### config.mk
export PLATFORM = sky130hd
export DESIGN_NAME = modq_merge
export DESIGN_NICKNAME = d
export VERILOG_FILES = /design/src/modq_pkg.sv /design/src/modq_merge.sv
export SDC_FILE = /design/constraint.sdc
export NUM_CORES = 1
export LEC_CHECK = 0
export ABC_AREA = 1
export BUFFER_PORTS_ARGS = -buffer_cell sky130_fd_sc_hd__buf_4
export CAP_MARGIN = 10
export CORE_AREA = 2 2 197 199
export CTS_CLUSTER_DIAMETER = 30
export DETAILED_ROUTE_END_ITERATION = 8
export DIE_AREA = 0 0 199 201
export GPL_TIMING_DRIVEN = 0
export SKIP_LAST_GASP = 1
export SYNTH_ARGS = -nofsm -noshare
export SYNTH_HDL_FRONTEND = slang
export SYNTH_SLANG_ARGS = --single-unit
### constraint.sdc
create_clock -name i_clk -period 0.8 [get_ports i_clk]
set_clock_uncertainty 0.15 [all_clocks]
set_input_delay 0.08 -clock i_clk [delete_from_list [all_inputs] [get_ports i_clk]]
set_output_delay 0.08 -clock i_clk [all_outputs]
set_load 0.02 [all_outputs]
### src/modq_pkg.sv
`timescale 1ns / 1ps
// ----------------------------------------------------------------------------
// modq_pkg: shared types and constants for the modular vector ALU
// Word layouts for the operand and result channels, operation codes,
// configuration register indexes and reset values.
// ----------------------------------------------------------------------------
package modq_pkg;

    // lane geometry fixed by the packed word format
    localparam int COEFF_BITS = 16;
    localparam int PACK_LANES = 4;
    localparam int PACKS      = 4;
    localparam int PACK_BITS  = COEFF_BITS * PACK_LANES;
    localparam int SLOTS      = PACK_LANES * PACKS;

    // configuration register widths
    localparam int MOD_BITS   = 15;
    localparam int CFG_IDX_BITS  = 2;
    localparam int CFG_DATA_BITS = 16;

    typedef logic [1:0] t_kind;

    // operation codes
    localparam t_kind KIND_ADD  = 2'd0;
    localparam t_kind KIND_SUB  = 2'd1;
    localparam t_kind KIND_MUL  = 2'd2;
    localparam t_kind KIND_RSVD = 2'd3;

    // configuration register indexes
    localparam logic [CFG_IDX_BITS-1:0] CFG_MODULUS     = 2'd0;
    localparam logic [CFG_IDX_BITS-1:0] CFG_MODULUS_INV = 2'd1;

    // reset values: q = 3329, q^-1 mod 2^16 = -3327
    localparam logic [MOD_BITS-1:0]   MODULUS_RST     = 15'd3329;
    localparam logic [COEFF_BITS-1:0] MODULUS_INV_RST = 16'hF301;

    // operand word
    typedef struct packed {
        t_kind                kind;
        logic [PACK_BITS-1:0] a_pack_0;
        logic [PACK_BITS-1:0] a_pack_1;
        logic [PACK_BITS-1:0] a_pack_2;
        logic [PACK_BITS-1:0] a_pack_3;
        logic [PACK_BITS-1:0] b_pack_0;
        logic [PACK_BITS-1:0] b_pack_1;
        logic [PACK_BITS-1:0] b_pack_2;
        logic [PACK_BITS-1:0] b_pack_3;
    } t_in_word;

    // result word
    typedef struct packed {
        logic [PACK_BITS-1:0] r_pack_0;
        logic [PACK_BITS-1:0] r_pack_1;
        logic [PACK_BITS-1:0] r_pack_2;
        logic [PACK_BITS-1:0] r_pack_3;
    } t_out_word;

    // per-lane pipeline control
    typedef struct packed {
        logic  en_s1;
        logic  en_s2;
        t_kind kind_in;
        t_kind kind_s2;
    } t_lane_ctl;

endpackage

### src/modq_merge.sv
`timescale 1ns / 1ps
// ----------------------------------------------------------------------------
// modq_merge: lane merge and output register
// Gathers the lane results into the packed result word, zeroes the slots
// that have no lane, and holds the word for the receiver.
// ----------------------------------------------------------------------------
module modq_merge #(
    parameter int NLANES = 16
) (
    input  logic                                        i_clk,
    input  logic                                        i_en,
    input  logic [NLANES-1:0][modq_pkg::COEFF_BITS-1:0] i_res,
    output modq_pkg::t_out_word                         o_out
);

    logic [modq_pkg::SLOTS-1:0][modq_pkg::COEFF_BITS-1:0] w_slots;
    logic [modq_pkg::SLOTS*modq_pkg::COEFF_BITS-1:0]      w_flat;
    modq_pkg::t_out_word                                  n_out;
    modq_pkg::t_out_word                                  r_out;

    // place each lane in its slot, empty slots read zero
    for (genvar g = 0; g < modq_pkg::SLOTS; g++) begin : g_slot
        if (g < NLANES) begin : g_used
            assign w_slots[g] = i_res[g];
        end else begin : g_empty
            assign w_slots[g] = '0;
        end
    end

    // split into the four pack fields, lane 0 lowest
    assign w_flat = w_slots;
    always_comb begin
        n_out.r_pack_0 = w_flat[1*modq_pkg::PACK_BITS-1:0];
        n_out.r_pack_1 = w_flat[2*modq_pkg::PACK_BITS-1:1*modq_pkg::PACK_BITS];
        n_out.r_pack_2 = w_flat[3*modq_pkg::PACK_BITS-1:2*modq_pkg::PACK_BITS];
        n_out.r_pack_3 = w_flat[4*modq_pkg::PACK_BITS-1:3*modq_pkg::PACK_BITS];
    end

    // output register
    always_ff @(posedge i_clk) begin
        if (i_en) begin
            r_out <= n_out;
        end
    end

    assign o_out = r_out;

endmodule

### Word level (Yosys, flattened, before mapping)

Cells that the tools add are included.

* bits in registers: 256
* latch bits: 0
* memory bits (writable): 0
* memory bits (read-only): 0
* bits of input ports: 258
* output and inout port bits: 256
* word-level logic and storage cells: 4
* memories: 0

* add/sub/neg operators: 0
* $mul: 0
* divide/modulo/power cells: 0
* $lt $le $gt $ge: 0
* equal/unequal tests: 0
* shifts and indexed selects: 0
* mux-type cells: 0
* bitwise operators: 0
* reduce and logical (&&, ||, !) cells: 0

### Longest topological paths before layout

* depth after elaboration: 0
* mapped depth: 0

### Least setup slack after synthesis

Ideal clock, no wire load.

* kind: flip-flop to output port
* from: reg r_out, in the netlist o_out[0]
* to: out o_out[0] in the netlist's numbering
* arrival time: 0.449 ns
* setup slack: 0.121 ns
* cell stages (with the launch flop): 1
* buffers on the path: 0
* cell sequence: edfxtp_1

RTL lines
* start, declared: RTL line modq_merge.sv:19 `modq_pkg::t_out_word r_out;`
* start signal, assigned: RTL line modq_merge.sv:42 `r_out <= n_out;`
* end, declared: RTL line modq_merge.sv:13 `output modq_pkg::t_out_word o_out`

No word-level cell between the ends.

### Worst setup path after layout

* from: reg r_out, in the netlist o_out[146]
* to: out o_out[146] in the netlist's numbering

No word-level cell between the ends.

==> results by group <==
Outcome
  – Status: complete, but fails checks
  – Failing checks: negative hold slack, negative setup slack

Pwr
  – Leak: 0.007406 µW
  – Total power: around 48000 µW
  – Internal power: 37550 µW
  – Peak supply drop: 1.815 mV
  – Power Dens Cells: 2690 nW/µm²
  – Clock share of power: a little over half
  – Net Sw Power: 10750 µW
  – Fraction of power consumed by sequential logic: about 34%
  – Sw Ratio: between 20% and 30%
  – Combinational Power Share: 12.6%

CTS
  – CTS sink count: 256
  – Root Driver: clkbuf_16
  – H-tree Lvls: 2
  – Inserted Clock Buffers: 58
  – Post-CTS Setup Inserts: 0
  – Clock buffer depth: 3
  – Clk pin slew, worst setup/hold paths: 0.05 ns
  – CTS Hold Bufs: around 260
  – CTS tree: built

Worst hold path
  – Hold Crit Class: in -> reg

Flow run
  – Max-Cap Viols: 0

Yosys
  – Post-synth top cells: edfxtp_1
  – Net count after synthesis: 514
  – Main synth FF type: edfxtp_1
  – Number of synthesized flops with an enable pin: between 200 and 300
  – Number of synthesis warnings: 0
  – Avg Cell Area, Syn: 30.03 µm²
  – Top-count cell post-synth: edfxtp_1
  – Mapped Area: about 7700 µm²
  – Area contributors post-synth: edfxtp_1
  – Synth top area share: 100.0%
  – Sequential fraction of the synthesis area: 100.0%
  – Synth async-reset ratio: 0%
  – Synth Instances: 256
  – Synth cell types: 1
  – Area leader, netlist: edfxtp_1
  – Flops & latches, synth: 256

Final layout
  – Area Overhead vs Synth: 133.5%
  – Area taken by multi-input logic gates: 0 µm²
  – Register Area: 7687 µm²
  – Multi-input gates: 0
  – Post-layout util: 47.11%
  – # fillers: approximately 3100
  – Post-route cell area: 17950 µm²
  – Max reg flops: 256
  – Final nets: 1347
  – Layout cell share with drive strength beyond 1: 53.83%

Worst setup path
  – CP Launch Type: flop
  – Worst path depth: 1
  – Worst path slowest cell: edfxtp_1
  – Critical path capture point type: primary output
  – Top delay family on crit path: flip-flops
  – Worst path arrival time: 1.21 ns
  – Critical-path cell list: buf_6
  – Capture point of the critical path: o_out[146]
  – Max incr delay on CP: 0.46 ns
  – Worst Setup SP: o_out[146]
  – Critical Setup Path Class: reg -> out
  – CP max FO: 1
  – WP buf/inv: 1
  – Worst EP required: between 0.5 and 0.6 ns

Timing
  – Fin crit share: 179.7%
  – Endpoints failing setup: 256
  – Final min period: 1.437 ns
  – Hold Fails Final Rpt: 62
  – Final WS setup: -0.6374 ns
  – FMAX: slightly below 700 MHz
  – Tightest Pin Transition: 0.4589 ns
  – Fin. max-slew vios: 0
  – Max-slew headroom: between 60% and 70%
  – RSZ-0062 raised after global routing: yes
  – Hold Slack: -0.2263 ns
  – Total negative setup slack: -136.61 ns

Route
  – DR vias: approximately 6100
  – Drt wl/cell: approximately 18 µm
  – Post-Route WL: 29210 µm
  – Initial DRC count: 277
  – Number of nets with antenna violations after routing: 0
  – DR DRC count: 0
  – Drt first pass iters: 4
  – DR vias/cell: 3.705

Floorplanning
  – Die height: 201 µm
  – Initial Util: 20.17%
  – Core footprint: 38110 µm²
  – Die Wd: 199 µm
  – Die ar.: 40000 µm²
  – Placement Rows: 72
  – # IOs: 514

Placed design
  – Port bufs: 513
  – Post-placement cell area: 12250 µm²
  – Routability cong.: between 0.7 and 0.8
  – Hpwl dp: 18000 µm

Global route
  – GR Overflow Total: 0
  – Total GRT Usage: 14.12%
  – First-pass GRT wire length: 41350 µm
  – Vias in the first global route: between 6000 and 7000
  – Antenna violations before repair: 2
  – Largest net degree at the start of global routing: 67
[layout make-up]
| class | instances | share of cell area (%) |
|---|---|---|
| Antenna cell | 2 | 0.02788 |
| Timing Repair Buffer | 773 | 41.70 |
| Clock inverter | 45 | 3.652 |
| Clock buffer | 63 | 8.189 |
| Tap cell | 518 | 3.610 |
| Sequential cell | 256 | 42.82 |
[stage by stage]
step,setup slack (ns),cells
final,-0.6374,1657
after global routing,-0.6822,1657
after CTS,-0.6866,1655
after detailed placement,-0.7637,1289
after global placement,-2.294,1287
after floorplan,0.1205,256
[power groups by stage]
stage	clock network (µW)	registers [µW]	logic, µW
after floorplan	0	17900	0
after global placement	0	16600	4290
after detailed placement	0	16600	4370
after CTS	26000	16600	6050
after global routing	26900	16700	6340
final	25600	16600	6070
[how the worst min path moves through the flow]
stage                      end  slack, ns       start  depth (start not counted)
floorplan             o_out[0]       0.03  i_res[192]                          0
global placement     o_out[25]       0.11  i_res[217]                          1
detailed placement  o_out[242]       0.11   i_res[50]                          1
CTS                   o_out[8]      -0.25        i_en                          1
global route        o_out[116]      -0.24        i_en                          1
finish              o_out[100]      -0.23        i_en                          1
[what timing repair did]
item	in CTS	in global routing
pin swaps	0	0
endpoints found under the setup margin	450	317
endpoints found under the hold margin	318	62
cloned	2	0
gates resized for setup	248	8
[metal layers]
metal  global-route usage, %  wire length, µm
met5                       0                0
met4                   6.397              944
met3                   5.595             2652
met2                   25.19            15150
met1                   14.40            10460
[layout by cell type, fill, tap and decap left out]
cell type	count
clkbuf_1	5
dlygate4sd3_1	256
diode_2	2
clkbuf_16	58
buf_12	1
clkinv_8	1
inv_6	5
clkinv_2	3
edfxtp_1	256
clkinv_1	8
buf_16	4
buf_6	253
bufinv_16	15
clkinv_4	2
buf_4	259
clkinvlp_4	11
[kinds of logic after synthesis]
| kind of cell | count (synthesis) | share of synthesized area [%] |
|---|---|---|
| DFF | 256 | 100.0 |
Note: power is estimated with default switching activity, not from simulation.
